[src/rtl/core/latency_jitter_statistics_macros.svh]
// Assertion macros for the latency and jitter statistics block.
// Used by modules that have a clk and an active-low rst_n in scope.
`ifndef LATENCY_JITTER_STATISTICS_MACROS_SVH
`define LATENCY_JITTER_STATISTICS_MACROS_SVH
`ifndef SYNTHESIS
`define LJS_CHECK(label, cond) \
    label: assert property (@(posedge clk) disable iff (!rst_n) (cond)) \
        else $error("invariant check failed");
`define LJS_NEXT(label, ante, cons) \
    label: assert property (@(posedge clk) disable iff (!rst_n) (ante) |=> (cons)) \
        else $error("sequence check failed");
`else
`define LJS_CHECK(label, cond)
`define LJS_NEXT(label, ante, cons)
`endif
`endif

[src/rtl/core/lj_mul.sv]
// Shared 33x33 unsigned multiplier with a registered product.
// Standalone; operands are chosen by the sequencer.
module lj_mul (
    input  logic        clk,
    input  logic [32:0] op_a,
    input  logic [32:0] op_b,
    output logic [65:0] product
);
    logic [65:0] product_reg;

    // Register every product for the next cycle
    always_ff @(posedge clk)
    begin
        product_reg <= op_a * op_b;
    end

    assign product = product_reg;
endmodule

[config.mk]
export PLATFORM = sky130hd
export DESIGN_NAME = lj_mul
export DESIGN_NICKNAME = d
export VERILOG_FILES = /design/src/rtl/core/latency_jitter_statistics_macros.svh /design/src/rtl/core/lj_mul.sv
export SDC_FILE = /design/constraint.sdc
export NUM_CORES = 2
export LEC_CHECK = 0
export BUFFER_PORTS_ARGS = -buffer_cell sky130_fd_sc_hd__buf_2
export CORE_UTILIZATION = 55
export CTS_BUF_LIST = sky130_fd_sc_hd__clkbuf_4
export DETAILED_ROUTE_END_ITERATION = 8
export GPL_TIMING_DRIVEN = 0
export HOLD_SLACK_MARGIN = 0.15
export PLACE_DENSITY = 0.83
export SLEW_MARGIN = 5
export SYNTH_ARGS = -nofsm -noshare
export SYNTH_HDL_FRONTEND = slang
export SYNTH_SLANG_ARGS = --single-unit
[constraint.sdc]
create_clock -name clk -period 9.6 [get_ports clk]
set_clock_uncertainty 0.05 [all_clocks]
set_input_delay 0.48 -clock clk [delete_from_list [all_inputs] [get_ports clk]]
set_output_delay 0.48 -clock clk [all_outputs]
set_load 0.02 [all_outputs]
==> metrics.md <==
| Metric | Value |
|---|---|
| Status | complete, no violations |
| Synth warn | 0 |
| Worst Tran Pin Value | 1.182 ns |
| Synth unique cells | 57 |
| Endpoint class of the critical path | flip-flop |
| Startpoint types | primary input |
| GRT Util Overall | 39.05% |
| CTS Sinks | 66 |
| GRT busiest layer | met2 |
| Grt met2 use | 58.50% |
| Adder-cell share of the synthesized area | 61.45% |
| Max-slew headroom | 21.23% |
| M3 GR Usage | 10.78% |
| Main combinational cell family by area after synthesis | adder cells |
| Overflow left after global routing | 0 |
| Hold buffer count at CTS | 0 |
| Chip Width | 260.0 um |
| Simple-gate area share of the yosys netlist | 17.01% |
| Mapped Cells | 4,048 |
| Mux cell area share after synthesis | 0% |
| Crit Path Class | primary input to flip-flop |
| H-tree depth | 3 |
| Register area share after synthesis | 3.610% |
| CTS Root Cell | clkbuf_4 |
| Die area | 67,590 um2 |
| Post-CTS setup buffer count | 0 |
| Post-DR wirelength/cell | 25.03 um |
| First-pass GRT wire length | 188.5 mm |
| Synth area leaders | fa_1 52%, inv_1 11%, and2_1 9.8% |
| Inserted Clock Buffers | 9 |
| Met1 Resource Use GR | 47.43% |
| Fin. Hold Viols | 0 |
| Max Fanout on Critical Path | 10 |
| Initial drt markers | 3,220 |
| Synthesized area per cell | 9.043 um2 |
| Num ports | 133 |
| Crit path time final | 8.963 ns |
| Worst EP arrival | 9.36 ns |
| Initial Utilization | 55.58% |
| Unrepaired setup endpoints after global routing | false |
| EDFF count, synth | 0 |
| Mapped Nets | 5,338 |
| Max Cap Viol | 0 |
| Largest net degree at the start of global routing | 13 |
| Async SR Flop Fraction | 0% |
| DR vias | 29,320 |
| Drt drc | 0 |
| #FFs+latches synth | 66 |
| Drt pass-1 iters | 6 |
| Area growth from synthesis to layout | 5.288% |
| Fin nets | 5,481 |
| Post-CTS sizing | 0 |
| Period utilization | 93.36% |
| Worst Path Required | 10.00 ns |
| Reg clk slew, reported paths | 0.14 ns |
| Share of cells above drive strength 1 | 3.694% |
| WHS | 0.2642 ns |
| Predominant post-synthesis flop cell | dfxtp_1 |
| Yosys top cell by area | fa_1 |
| Post-synthesis xor/xnor area fraction | 1.555% |
| HPWL Detailed | 105.5 mm |
| ANT nets after route | 0 |
| Clk buf depth | 2 |
| Number of global-route vias before repair | 30,870 |
| Compound-cell area share of the yosys netlist | 3.452% |
| Final Setup Violations | 0 |
| Max FFs per register | 66 |
| Vias per cell | 5.779 |
| Die height | 260.0 um |
| Cell with the most instances after synthesis | inv_1 |
| TNS Setup | 0 ns |
| Drt total wl | 127.0 mm |
| Post-Syn Area | 36,610 um2 |
| Fmax achieved | 0.1116 GHz |
| Pins Over Slew Limit | 0 |
| Routability cong. | 1.053 |
| TritonCTS clock tree | yes |
| Core area | 65,860 um2 |
| Initial antenna violation count | 15 |
| Rows | 94 |
| Synth top area share | 52.39% |
| Min-delay worst type | primary input to flip-flop |
| Top post-synthesis cells by count | 1,048 x inv_1, 958 x fa_1, 574 x and2_1, 567 x nand2_1, 265 x ha_1 |
| Port bufs | 132 |
-- cell families (layout without fill, tap and decap cells) --
| logic type | after synthesis | after routing |
|---|---|---|
| compound gates | 201 | 201 |
| simple gates | 1233 | 1233 |
| other cells | 0 | 13 |
| xor+xnor | 65 | 65 |
| fa+ha+maj | 1223 | 1223 |
| flops | 66 | 66 |
| buf+inv | 1260 | 1408 |
-- worst paths after layout --
kind                    start  depth (start not counted)  slack (ns)           to
worst max-delay path  op_b[7]                         26        0.64  product[64]
worst min-delay path  op_b[0]                          2        0.26   product[0]
-- per-stage QoR --
stage	instances	area, um2	utilization [%]	setup slack (ns)
4_1_cts	5060	38510	58.47	0.8594
6_report	5073	38540	58.52	0.6371
3_3_place_gp	5044	38350	58.22	0.3143
2_1_floorplan	4048	36610	-	1.966
3_5_place_dp	5044	38350	58.22	0.2966
5_1_grt	5062	38510	58.47	0.4940
-- cell type report --
type                    instances  area, um2
well taps                     864       1081
inverters                    1049       3938
diodes                         13      32.53
clock inverters                 7      93.84
multi-input cells            2722      30550
fillers                      5773      27320
repair buffers                132      660.6
plain buffers                 211      794.5
clock buffers                   9      67.56
flip-flops and latches         66       1321
-- placed cells by master, fill, tap and decap left out, drive strengths merged, types with 4 or more instances in the layout --
cell type  Yosys  routed
a211oi         5       5
a21o          31      31
a21oi         73      73
a31oi          6       6
and2         574     574
and3           7       7
and4           4       4
buf            2     134
clkbuf       209     218
clkinv         0       4
dfxtp         66      66
diode          0      13
fa           958     958
ha           265     265
inv         1049    1049
nand2        568     568
nand3         10      10
nand4         16      16
nor2          33      33
nor2b          6       6
nor3           4       4
o21a           7       7
o21ai         40      40
o21bai         8       8
xnor2         41      41
xor2          24      24
-- worst max-delay path, cell delays in order --
cell and delay [ns]:
buf_2 0.34, clkbuf_1 0.92, and2_1 0.27, fa_1 0.49, fa_1 0.46, fa_1 0.57, inv_1 0.05, fa_1 0.47
inv_1 0.06, fa_1 0.50, fa_1 0.50, fa_1 0.51, inv_1 0.05, fa_1 0.48, inv_1 0.04, ha_1 0.37
nand2_1 0.21, nor4b_1 0.61, and4_1 0.27, a32o_1 0.35, o21ai_1 0.15, nand2_1 0.18, a21oi_1 0.10, and3b_1 0.24
o41ai_1 0.45, xor2_1 0.22
-- routing by layer --
metal  up-vias  share of wire, %
met4         8                10
met1     14830                33
li1      11830                 -
met5         -             0.046
met2      2048                43
met3       607                13
Power is not shown: default switching activity piles up to over one toggle a cycle in this logic, so the estimate is an artifact.
