`config.mk`:
```
export PLATFORM = sky130hd
export DESIGN_NAME = lj_div
export DESIGN_NICKNAME = d
export VERILOG_FILES = /design/src/rtl/core/latency_jitter_statistics_macros.svh /design/src/rtl/core/lj_div.sv
export SDC_FILE = /design/constraint.sdc
export NUM_CORES = 1
export LEC_CHECK = 0
export BUFFER_PORTS_ARGS = -buffer_cell sky130_fd_sc_hd__buf_2
export CORE_ASPECT_RATIO = 0.7
export CORE_MARGIN = 1.5
export CORE_UTILIZATION = 50
export DETAILED_ROUTE_END_ITERATION = 12
export PLACE_DENSITY = 0.77
export RECOVER_POWER = 100
export SETUP_SLACK_MARGIN = 0.05
export SLEW_MARGIN = 0
export SYNTH_ARGS = -nofsm -noshare
export SYNTH_HDL_FRONTEND = slang
export SYNTH_SLANG_ARGS = --single-unit
```
`constraint.sdc`:
```
create_clock -name clk -period 2.75 [get_ports clk]
set_input_delay 0.275 -clock clk [delete_from_list [all_inputs] [get_ports clk]]
set_output_delay 0.275 -clock clk [all_outputs]
set_load 0.01 [all_outputs]
```
`src/rtl/core/latency_jitter_statistics_macros.svh`:
```
// Assertion macros for the latency and jitter statistics block.
// Used by modules that have a clk and an active-low rst_n in scope.
`ifndef LATENCY_JITTER_STATISTICS_MACROS_SVH
`define LATENCY_JITTER_STATISTICS_MACROS_SVH
`ifndef SYNTHESIS
`define LJS_CHECK(label, cond) \
    label: assert property (@(posedge clk) disable iff (!rst_n) (cond)) \
        else $error("invariant check failed");
`define LJS_NEXT(label, ante, cons) \
    label: assert property (@(posedge clk) disable iff (!rst_n) (ante) |=> (cons)) \
        else $error("sequence check failed");
`else
`define LJS_CHECK(label, cond)
`define LJS_NEXT(label, ante, cons)
`endif
`endif

```
`src/rtl/core/lj_div.sv`:
```
// Shared restoring divider: 64-bit dividend by 32-bit divisor, one bit per cycle.
// Standalone; used for the mean step and the variance.
module lj_div (
    input  logic        clk,
    input  logic        rst_n,
    input  logic        start,
    input  logic [63:0] dividend,
    input  logic [31:0] divisor,
    output logic        done,
    output logic [63:0] quotient
);
    localparam int DIV_STEPS = 64;
    localparam int CNT_W     = $clog2(DIV_STEPS);

    logic             busy_reg;
    logic             done_reg;
    logic [CNT_W-1:0] cnt_reg;
    logic [31:0]      rem_reg;
    logic [63:0]      quo_reg;
    logic [31:0]      dvs_reg;
    logic [32:0]      rem_shift;
    logic [32:0]      rem_diff;
    logic             fits;

    // Shift in the next dividend bit and trial-subtract
    always_comb
    begin
        rem_shift = {rem_reg, quo_reg[63]};
        rem_diff  = rem_shift - {1'b0, dvs_reg};
        fits      = rem_shift >= {1'b0, dvs_reg};
    end

    always_ff @(posedge clk or negedge rst_n)
    begin
        if (!rst_n)
        begin
            busy_reg <= 1'b0;
            done_reg <= 1'b0;
            cnt_reg  <= '0;
            rem_reg  <= '0;
            quo_reg  <= '0;
            dvs_reg  <= '0;
        end
        else
        begin
            // Flag the last quotient bit
            done_reg <= !start && busy_reg && (cnt_reg == '0);
            if (start)
            begin
                busy_reg <= 1'b1;
                cnt_reg  <= CNT_W'(DIV_STEPS - 1);
                rem_reg  <= '0;
                quo_reg  <= dividend;
                dvs_reg  <= divisor;
            end
            else if (busy_reg)
            begin
                rem_reg <= fits ? rem_diff[31:0] : rem_shift[31:0];
                quo_reg <= {quo_reg[62:0], fits};
                cnt_reg <= cnt_reg - 1'b1;
                if (cnt_reg == '0)
                    busy_reg <= 1'b0;
            end
        end
    end

    assign done     = done_reg;
    assign quotient = quo_reg;
endmodule

```
==> results.ini <==
[worst_setup_path]
critical_path_required_ns = 3.07
critical-path-slowest-cell = fa_2
cp_peak_stage_delay_ns = 0.42
worstSetupStartpointType = register
worst-setup-path-type = reg -> reg
timing.reg2reg.setup_slack_ns = 0.04
path_buf_inv = 1
largest_fanout_of_any_net_on_the_critical_path = 3
critical-path-top-delay-family = compound AO/OA/AOI/OAI gates
critPathCaptureType = register
critical_path.cell_chain = ha_4, fa_2, nor2b_4, o31a_1, o31ai_4, a21o_1, a32oi_2, buf_4, or2_4, nand3_4, a311oi_2
critical_path_arrival_ns = 3.03

[pwr]
cellPowerDensity_nw_per_um2 = 777
internal_power_mw = 5.05
seqPwrFrac_pct = 31.1
cellLeakagePower_nw = 5.10
sw_ratio_pct = 36.3
ir_worst_vdd_v = 0.000436
netSwitchingPower_mw = 2.88
p_comb_share_pct = 37.9
power.share.clock_pct = 31.1
power_mw = 7.93

[timing]
rsz_0062_raised_after_global_routing = true
timing.final.hold_violations = 0
setup_viol = 0
timing.slew.headroom_pct = -5.85
tightestPinTransition_ns = 1.59
achievable-frequency_mhz = 368
final_period_util_pct = 98.7
finalWorstPathRequiredPeriod_ns = 2.71
finalMaxSlewViolations = 61
fin_worst_skew_ns = 0.0102

[clock_tree]
clock-root-buffer = clkbuf_16
clock_slew_seen_by_the_registers_of_the_worst_setup_and_hold_paths_ns = 0.07
clock_latency_on_the_worst_skew_pair_ns = 0.42
numClockSinks = 136
tritoncts_clock_tree = built
cts-root-to-sink-buffers = 2
htreeDepth = 4
inserted_clock_buffers = 17

[outcome]
violations = max-capacitance violations, max-slew violations
outcome = finished, violations left

[synthesis]
post_synth_inst_count = 905
asyncSetResetFlopFracSynth_pct = 100
netlist_top_cells_area = dfrtp_1 42%, mux2i_1 8.0%, nand2_1 7.9%
ys.flop_type = dfrtp_1
synthSimpleGateAreaFrac_pct = 16.0
synth.largest_area_cell = dfrtp_1
syn_area_per_cell_um2 = 8.89
synth_enable_flop_cells = 0
synth_top_family_by_area = compound AO/OA/AOI/OAI gates
post_synth_fa_ha_maj_area_fraction_pct = 5.54
compound_cell_area_share_of_the_yosys_netlist_pct = 19.7
ys.warnings.count = 0
synth.area.mux_share_pct = 8.25
syn-cell-area_um2 = 8040
synth.lib_cells_used.distinct = 62
ys_seq_area_share_pct = 42.3
share_of_the_synthesized_netlist_area_taken_by_xor_and_xnor_gates_pct = 2.83
yosysTopAreaCellShare_pct = 42.3
syn_nets = 1039
synth_seq_cells = 136

[routing]
topRoutingLayerUsed = met4
met3WireLength_um = 1520
wl_um = 22300
drc = 0
drt_first_pass_iters = 5
final_antenna_net_count = 0
drt_first_iter_violations = 806
vias_per_cell = 5.70
met2_wire_length_um = 9820
wl_met1_um = 10700
post_drt_wl_per_cell_um = 17.1
vias = 7422

[finish]
diodes = 0
most_common_cell_after_layout_fill_and_taps_aside = nand2_1
most-common-layout-cells = 166 x nand2_1, 132 x dfrtp_1, 118 x o21ai_0
synthToLayoutAreaGrowth_pct = 26.8
stdcell_count = 1302
flip_flop_count_of_the_largest_register_all_copies_and_words_added = 64
final_nets = 1223
drive_above_1_share_pct = 23.3

[placement]
placed_insts = 1264
place.port_buffers = 163
dp.final_hpwl_um = 15300
place_congestion = 0.972

[floorplan]
die_area_um2 = 16900
core-area_um2 = 15600
pin_count = 164
die_h_um = 109
rows = 38
chipWidth_um = 155
initial_core_util_pct = 51.6

[global_routing]
globalRoute.totalOverflow = 0
grt_use_total_pct = 25.9
grt_pass1_vias = 6687
grt_antenna_before_repair = 0
grt_first_pass_wirelength_um = 34500
grt_max_degree = 87

[hold_path]
hold_path_class = in -> reg

[run]
cap_violations = 1

power groups by stage:
stage / sequential, mW / combinational [mW] / clock (mW)
6_report: 2.46 / 3.00 / 2.46
5_1_grt: 2.49 / 3.25 / 2.60
4_1_cts: 2.43 / 2.69 / 2.49
3_5_place_dp: 2.47 / 2.61 / 0
3_3_place_gp: 2.45 / 2.57 / 0
2_1_floorplan: 2.46 / 1.72 / 0
area by class of cell:
cell class                      count  area [um2]
Sequential cell                   136        3410
Clock inverter                     15         205
Inverter                           49         184
Timing Repair Buffer              220        1200
Tap cell                          200         250
Fill cell                        1313        5400
Multi-Input combinational cell    665        4520
Clock buffer                       17         425
path summary, 6_finish.rpt:
path                             start            to  depth (start not counted)
setup / recovery            dvs_reg[0]   rem_reg[22]                         11
hold / removal             divisor[14]   dvs_reg[14]                          3
setup reg to reg            dvs_reg[0]   rem_reg[22]                         11
hold reg to reg            dvs_reg[26]   dvs_reg[26]                          2
max in group asynchronous        rst_n      busy_reg                          3
min in group asynchronous        rst_n  quotient[15]                          2
through the flow:
| step | utilization, % | hold WS [ns] | TNS, ns | setup WS [ns] | cell area [um2] |
|---|---|---|---|---|---|
| 4_1_cts | 64.1 | 0.0546 | 0 | 0.0299 | 10000 |
| 3_3_place_gp | 59.5 | 0.293 | 0 | 0.0699 | 9290 |
| 3_5_place_dp | 59.5 | 0.292 | -0.117 | -0.0757 | 9290 |
| 5_1_grt | 65.4 | 0.0596 | -0.0729 | -0.0294 | 10200 |
| 2_1_floorplan | - | -0.0206 | 0 | 0.0721 | 8040 |
| 6_report | 65.4 | 0.0563 | 0 | 0.0357 | 10200 |
cell families (layout without fill, tap and decap cells):
family                     Yosys count  after routing
AOI/OAI and AO/OA                  247            247
xor gates and xnor gates            26             26
adders and majority gates           35             35
buffers and inverters              104            301
DFF                                136            136
muxes                               66             66
and+or+nand+nor                    291            291
layer usage:
layer	up-vias	track usage, %
li1	3545	-
met1	3555	38.5
met2	296	37.9
met3	26	5.84
met4	0	6.73
met5	-	0
synth_stat cells, types with 2 or more instances:
cell type,instances
o21bai_1,2
and2_1,2
xnor2_1,20
ha_1,34
buf_1,5
nor2b_1,8
and4_1,2
nor2_1,45
a21oi_1,37
mux2i_1,64
o21ai_0,120
and3_1,14
a311oi_1,6
clkbuf_1,38
dfrtp_1,136
nor3_1,11
o21ai_1,2
buf_6,4
mux2_2,2
o31a_1,4
xor2_1,6
buf_2,8
or3_1,3
inv_1,49
a211oi_1,8
o21a_1,7
nand4_1,10
nand2_1,170
nand2b_1,3
nor4b_1,2
nand3_1,10
a311oi_2,14
a31oi_1,8
nor4_1,4
o31ai_1,4
o211ai_1,5
a21o_1,13
worst register-to-register path, stage by stage, from the launching register on:
cell and delay (ns):
dfrtp_1 0.41, ha_4 0.18, fa_2 0.42, nor2b_4 0.13, o31a_1 0.24, o31ai_4 0.10, a21o_1 0.23, a32oi_2 0.28
buf_4 0.16, or2_4 0.12, nand3_4 0.08, a311oi_2 0.27
what timing repair did:
action,4_1_cts,5_1_grt
hold buffers,1,0
buffers inserted,0,5
setup endpoints to repair,20,32
pin swaps,2,31
gates resized for setup,12,69
hold endpoints to repair,59,0
Note: power is estimated with default switching activity, not from simulation.
