==> config.mk <==
export PLATFORM = sky130hd
export DESIGN_NAME = lj_select
export DESIGN_NICKNAME = d
export VERILOG_FILES = /design/src/rtl/core/latency_jitter_statistics_macros.svh /design/src/rtl/core/lj_pkg.sv /design/src/rtl/core/lj_select.sv
export SDC_FILE = /design/constraint.sdc
export NUM_CORES = 2
export LEC_CHECK = 0
export BUFFER_PORTS_ARGS = -buffer_cell sky130_fd_sc_hd__buf_2
export CAP_MARGIN = 30
export CORE_ASPECT_RATIO = 1.2
export CORE_MARGIN = 5
export CORE_UTILIZATION = 30
export CTS_BUF_LIST = sky130_fd_sc_hd__clkbuf_16
export CTS_CLUSTER_DIAMETER = 200
export DETAILED_ROUTE_END_ITERATION = 10
export PLACE_DENSITY = 0.52
export SLEW_MARGIN = 20
export SYNTH_ARGS = -nofsm -noshare
export SYNTH_HDL_FRONTEND = slang
export SYNTH_SLANG_ARGS = --single-unit
==> constraint.sdc <==
create_clock -name clk -period 3.9 [get_ports clk]
set_input_delay 0 -clock clk [delete_from_list [all_inputs] [get_ports clk]]
set_output_delay 0 -clock clk [all_outputs]
set_load 0.005 [all_outputs]
==> src/rtl/core/latency_jitter_statistics_macros.svh <==
// Assertion macros for the latency and jitter statistics block.
// Used by modules that have a clk and an active-low rst_n in scope.
`ifndef LATENCY_JITTER_STATISTICS_MACROS_SVH
`define LATENCY_JITTER_STATISTICS_MACROS_SVH
`ifndef SYNTHESIS
`define LJS_CHECK(label, cond) \
    label: assert property (@(posedge clk) disable iff (!rst_n) (cond)) \
        else $error("invariant check failed");
`define LJS_NEXT(label, ante, cons) \
    label: assert property (@(posedge clk) disable iff (!rst_n) (ante) |=> (cons)) \
        else $error("sequence check failed");
`else
`define LJS_CHECK(label, cond)
`define LJS_NEXT(label, ante, cons)
`endif
`endif

==> src/rtl/core/lj_pkg.sv <==
// Shared constants, register indexes and rank tables for the latency statistics block.
// No dependencies.
package lj_pkg;

    localparam int WINDOW   = 64;
    localparam int IDX_W    = $clog2(WINDOW);
    localparam int FILL_W   = $clog2(WINDOW + 1);
    localparam int SAMPLE_W = 32;
    localparam int BIT_W    = $clog2(SAMPLE_W);
    localparam int CFG_IDX_W  = 3;
    localparam int CFG_DATA_W = 32;
    localparam int MIN_FILL   = 8;

    // Register indexes of the configuration port
    localparam logic [CFG_IDX_W-1:0] CFG_ALPHA_FAST     = 3'd0;
    localparam logic [CFG_IDX_W-1:0] CFG_ALPHA_SLOW     = 3'd1;
    localparam logic [CFG_IDX_W-1:0] CFG_SPIKE_RATIO    = 3'd2;
    localparam logic [CFG_IDX_W-1:0] CFG_VAR_FACTOR     = 3'd3;
    localparam logic [CFG_IDX_W-1:0] CFG_TARGET_LATENCY = 3'd4;
    localparam logic [CFG_IDX_W-1:0] CFG_TAIL_LIMIT     = 3'd5;
    localparam logic [CFG_IDX_W-1:0] CFG_DRIFT_ENVELOPE = 3'd6;

    // Reset values of the configuration registers
    localparam logic [16:0] RST_ALPHA_FAST     = 17'd19661;
    localparam logic [16:0] RST_ALPHA_SLOW     = 17'd3277;
    localparam logic [15:0] RST_SPIKE_RATIO    = 16'd768;
    localparam logic [15:0] RST_VAR_FACTOR     = 16'd128;
    localparam logic [31:0] RST_TARGET_LATENCY = 32'd1048576;
    localparam logic [31:0] RST_TAIL_LIMIT     = 32'd2162688;
    localparam logic [16:0] RST_DRIFT_ENVELOPE = 17'd6554;

    localparam logic [16:0] ONE_Q16 = 17'h10000;

    // Percentile rank k = round(pct * (fill - 1) / 100), half rounds up
    localparam int PCT_P95  = 95;
    localparam int PCT_P99  = 99;
    localparam int PCT_DEN  = 100;
    localparam int PCT_HALF = 50;

    typedef logic [FILL_W-1:0] rank_tab_t [WINDOW+1];

    function automatic rank_tab_t build_rank(int pct);
        rank_tab_t tab;
        for (int n = 0; n <= WINDOW; n++)
        begin
            if (n == 0)
                tab[n] = '0;
            else
                tab[n] = FILL_W'((pct * (n - 1) + PCT_HALF) / PCT_DEN);
        end
        return tab;
    endfunction

    localparam rank_tab_t RANK95_TAB = build_rank(PCT_P95);
    localparam rank_tab_t RANK99_TAB = build_rank(PCT_P99);

endpackage

==> src/rtl/core/lj_select.sv <==
// Window store and bitwise radix select of the 95th and 99th percentiles.
// Depends on lj_pkg.
module lj_select (
    input  logic                        clk,
    input  logic                        rst_n,
    input  logic                        wen,
    input  logic [lj_pkg::IDX_W-1:0]    waddr,
    input  logic [lj_pkg::SAMPLE_W-1:0] wdata,
    input  logic                        start,
    input  logic [lj_pkg::FILL_W-1:0]   fill,
    output logic                        done,
    output logic [lj_pkg::SAMPLE_W-1:0] p95,
    output logic [lj_pkg::SAMPLE_W-1:0] p99
);
    import lj_pkg::*;

    typedef enum logic [1:0] {
        SEL_IDLE = 2'b01,
        SEL_RUN  = 2'b10
    } sel_state_t;

    sel_state_t          state_reg;
    logic [SAMPLE_W-1:0] win_mem [WINDOW];
    logic [SAMPLE_W-1:0] rd_data_reg;
    logic                rd_valid_reg;
    logic [FILL_W-1:0]   addr_reg;
    logic [FILL_W-1:0]   n_reg;
    logic [BIT_W-1:0]    bit_reg;
    logic [SAMPLE_W-1:0] r95_reg;
    logic [SAMPLE_W-1:0] r99_reg;
    logic [FILL_W-1:0]   k95_reg;
    logic [FILL_W-1:0]   k99_reg;
    logic [FILL_W-1:0]   c95_reg;
    logic [FILL_W-1:0]   c99_reg;
    logic                done_reg;
    logic [SAMPLE_W-1:0] hi_mask;
    logic [SAMPLE_W-1:0] bit_one;
    logic                m95;
    logic                m99;
    logic                pass_end;

    // Window memory: one write port, one registered read port
    always_ff @(posedge clk)
    begin
        if (wen)
            win_mem[waddr] <= wdata;
        rd_data_reg <= win_mem[addr_reg[IDX_W-1:0]];
    end

    // Count entries sharing the decided prefix with a zero in the current bit
    always_comb
    begin
        hi_mask  = ({SAMPLE_W{1'b1}} << bit_reg) << 1;
        bit_one  = {{(SAMPLE_W-1){1'b0}}, 1'b1} << bit_reg;
        m95      = rd_valid_reg && (((rd_data_reg ^ r95_reg) & hi_mask) == '0)
                   && !rd_data_reg[bit_reg];
        m99      = rd_valid_reg && (((rd_data_reg ^ r99_reg) & hi_mask) == '0)
                   && !rd_data_reg[bit_reg];
        pass_end = (addr_reg == n_reg) && !rd_valid_reg;
    end

    always_ff @(posedge clk or negedge rst_n)
    begin
        if (!rst_n)
        begin
            state_reg    <= SEL_IDLE;
            rd_valid_reg <= 1'b0;
            addr_reg     <= '0;
            n_reg        <= '0;
            bit_reg      <= '0;
            r95_reg      <= '0;
            r99_reg      <= '0;
            k95_reg      <= '0;
            k99_reg      <= '0;
            c95_reg      <= '0;
            c99_reg      <= '0;
            done_reg     <= 1'b0;
        end
        else
        begin
            // Flag the end of the last pass
            done_reg <= (state_reg == SEL_RUN) && pass_end && (bit_reg == '0);
            unique case (state_reg)
                SEL_IDLE:
                begin
                    if (start)
                    begin
                        state_reg    <= SEL_RUN;
                        n_reg        <= fill;
                        k95_reg      <= RANK95_TAB[fill];
                        k99_reg      <= RANK99_TAB[fill];
                        bit_reg      <= BIT_W'(SAMPLE_W - 1);
                        r95_reg      <= '0;
                        r99_reg      <= '0;
                        c95_reg      <= '0;
                        c99_reg      <= '0;
                        addr_reg     <= '0;
                        rd_valid_reg <= 1'b0;
                    end
                end
                SEL_RUN:
                begin
                    // Sweep the filled slots
                    if (addr_reg < n_reg)
                    begin
                        addr_reg     <= addr_reg + 1'b1;
                        rd_valid_reg <= 1'b1;
                    end
                    else
                        rd_valid_reg <= 1'b0;
                    // Decide one bit of each result at the end of a pass
                    if (pass_end)
                    begin
                        if (k95_reg >= c95_reg)
                        begin
                            r95_reg <= r95_reg | bit_one;
                            k95_reg <= k95_reg - c95_reg;
                        end
                        if (k99_reg >= c99_reg)
                        begin
                            r99_reg <= r99_reg | bit_one;
                            k99_reg <= k99_reg - c99_reg;
                        end
                        c95_reg  <= '0;
                        c99_reg  <= '0;
                        addr_reg <= '0;
                        if (bit_reg == '0)
                            state_reg <= SEL_IDLE;
                        else
                            bit_reg <= bit_reg - 1'b1;
                    end
                    else
                    begin
                        c95_reg <= c95_reg + FILL_W'(m95);
                        c99_reg <= c99_reg + FILL_W'(m99);
                    end
                end
                default:
                    state_reg <= SEL_IDLE;
            endcase
        end
    end

    assign done = done_reg;
    assign p95  = r95_reg;
    assign p99  = r99_reg;
endmodule
==> results.toml <==
[layout]
largest_reg_flops = 2048
largest_register = "win_mem"
instances_no_fill = 8550
nets = 4668
drive_gt1_share_pct = 26.64
utilization_pct = 35.22
area_growth_pct = 16.77

[clocking]
clock-sinks = 2195
numCtsBuffers = 218
cts_setup_buffers = 0
htree_levels = 4
clk_pin_slew_ps = 60
cts_buffer_depth = 4
cts_tree = "done"
cts_root_buf = "clkbuf_16"
insertion_delay_ps = 870

[global_route]
grt_first_pass_wirelength_um = 335000
overflow = 0
grt_antenna_before_repair = 16
grt_max_degree = 65
grt_usage_pct = 15.28
grt_pass1_vias = 44960

[timing]
tightest_slew_ps = 936.3
rsz0062_at_grt = "false"
fin_crit_ps = 3637
final.setup.worst_slack_ps = 262.6
setup-violations-final = 0
max_freq_ghz = 0.2749
slew_headroom_pct = 37.41
fin_skew_ps = 73.68
setup_tns_ps = 0
hold_viol = 0
finalMaxSlewViolations = 0
post-route-period-util_pct = 93.27

[logic_synthesis]
ys_ff_latch = 2195
synth_area_per_cell_um2 = 20.46
yosysWarnings = 0
synth_top_area_share_pct = 71.25
synthArstFlopShare_pct = 5.239
synth.cell_area_um2 = 86320
synthCells = 4219
synth_edf_count = 2048
synth.yosys.seq_area_share_pct = 75.32
synth_nets = 4314
synth_area_leader_cell = "edfxtp_1"
yosys-top-cells-area = "edfxtp_1 71%, mux4_2 13%, dfrtp_1 3.3%"
synth_ff_type = "edfxtp_1"
synth_cell_types = 70

[setup_path]
cp_slowest_cell = "dfrtp_1"
required_ps = 4650
slowest_delay_ps = 470
crit_path_cell_trace = "inv_1 -> ha_1 -> inv_1 -> ha_1 -> o21ai_0 -> a32o_1 -> a2111oi_0 -> nand3b_1 -> nor4_2 -> buf_4 -> ha_1 -> ha_1 -> nand4_1 -> nor3_1 -> xnor2_1 -> nor2_1"
cp-end-kind = "flop"
crit_arrival_ps = 4390
cp_common_cell = "ha_1"
cp_max_fo = 6
worstSetupPathType = "flop to flop"
cp-start-kind = "flop"

[routing]
drt_iter0_drc = 4354
drc_errors = 0
drt-vias-per-instance = 5.085
dr.pass1.iters = 7
routed-via-count = 43480
routed_wl_um = 232500
routedWlPerCell_um = 27.19
drtAntennaViolNets = 0

[place]
port_buffers = 113
gpl.final_weighted_congestion = 0.8446
dp_hpwl_um = 140300
place_ws_ps = 176.3
place_inst = 8100

[floorplanning]
die_x_um = 499.7
die_area_um2 = 298600
die_y_um = 597.6
core_area_um2 = 286200
start_util_pct = 30.16
design.portCount = 114
rows = 215

[pwr]
p_leak_nw = 33.03
power.density_nw_per_um2 = 469.4
ir_drop_mv = 0.3576

[worst_hold_path]
holdCritPathClass = "input port to flop"

[job]
cap_viol_max_count = 0

[status]
status = "completed"
-- cell usage after synthesis (44+ instances only) --
master       n
inv_1       51
edfxtp_1  2048
o21ai_0     80
ha_1        44
buf_2       52
a22oi_1    131
clkbuf_1   132
a31oi_1     62
nor2_1     190
mux4_2     515
a21oi_1     72
dfrtp_1    114
nand2_1     56
a22o_1      65
nand3_1     50
mux2i_1    100
-- cell families (layout without fill, tap and decap cells) --
| logic type | Yosys count | after routing | share of synthesized area, % |
|---|---|---|---|
| DFF | 2195 | 2195 | 75.32 |
| xor gates and xnor gates | 80 | 80 | 0.8117 |
| muxes | 638 | 638 | 14.90 |
| buffers and inverters | 295 | 820 | 1.550 |
| other | 0 | 9 | 0 |
| and+or+nand+nor | 401 | 401 | 2.122 |
| adders and majority gates | 47 | 47 | 0.6958 |
| AOI/OAI and AO/OA | 563 | 563 | 4.599 |
-- stage by stage --
stage / power [mW] / hold slack, ps / area (um^2)
floorplan: 26.58 / -295.6 / 86320
global placement: 27.10 / 90.65 / 93060
detailed placement: 27.16 / 100.2 / 93270
CTS: 47.84 / 4.848 / 100700
global route: 48.87 / 51.09 / 100800
finish: 47.32 / 75.45 / 100800
-- layer usage --
metal / global-route usage, % / vias to the layer above / part of all wire [%]
li1: - / 18310 / -
met1: 20.47 / 23550 / 42
met2: 26.59 / 1292 / 51
met3: 2.162 / 319 / 5.0
met4: 3.203 / 4 / 2.0
met5: 0 / - / 0.0090
-- placed cells by master (no fill, tap or decap), types with 19 or more instances in the layout --
cell type      netlist  layout
dfxtp_1             32      32
nor2_1             190     126
a31oi_1             62      62
clkbuf_16            0     222
ha_1                44      44
o22ai_1             19      19
a22o_1              65      65
mux4_2             515     515
clkinv_2             0      26
edfxtp_1          2048    2048
clkinv_1             1      54
buf_12               0      46
a21oi_1             72      72
bufinv_16            0      22
o21ai_0             80      80
mux2_2              23      23
buf_2               52     106
dlygate4sd3_1        0      47
buf_4               26     172
o21ai_1             30      29
mux2i_1            100     100
inv_1               51     103
xnor2_1             41      41
xor2_1              39      39
a221oi_2            19      19
a22oi_1            131     131
a211o_1             19      19
nand2_1             56      56
nor2_4               0      64
nand3_1             50      50
dfrtp_1            114     107
-- final cells by class --
type                    instances  area [um^2]
diodes                          9        22.52
clock buffers                 222         5555
clock inverters               169         1380
fillers                     26560       185400
inverters                      52        195.2
multi-input cells            1729        20490
flip-flops and latches       2195        65040
well taps                    3797         4751
repair buffers                377         3366
-- path summary, 6_finish.rpt --
path / start / to / slack [ps] / depth (start not counted)
hold reg to reg: n_reg[2] / n_reg[2] / 500 / 2
max in group asynchronous: rst_n / k99_reg[5] / 3170 / 4
setup reg to reg: bit_reg[0] / c99_reg[6] / 260 / 16
setup / recovery: bit_reg[0] / c99_reg[6] / 260 / 16
min in group asynchronous: rst_n / p99[9] / 270 / 4
hold / removal: wen / win_mem[19][2] / 80 / 3
-- worst max-delay path: cells and delay by family, from the launching register on --
family	cells	cell delay (ps)
AO/OA/AOI/OAI	3	820
flip-flops	1	470
buffers and inverters	3	390
XOR/XNOR	1	140
adder cells (fa/ha/maj)	4	730
AND/OR/NAND/NOR	5	940
-- power breakdown --
part	internal, mW	switching (mW)	total [mW]
clock	11.7	8.88	20.6
sequential	25.9	0.0374	25.9
combinational	0.184	0.585	0.769
-- repair_timing --
action	4_1_cts	5_1_grt
hold buffers	48	0
endpoints found under the hold margin	2336	0
endpoints found under the setup margin	0	1
gates resized for setup	0	2
(Power assumes the default switching activity.)
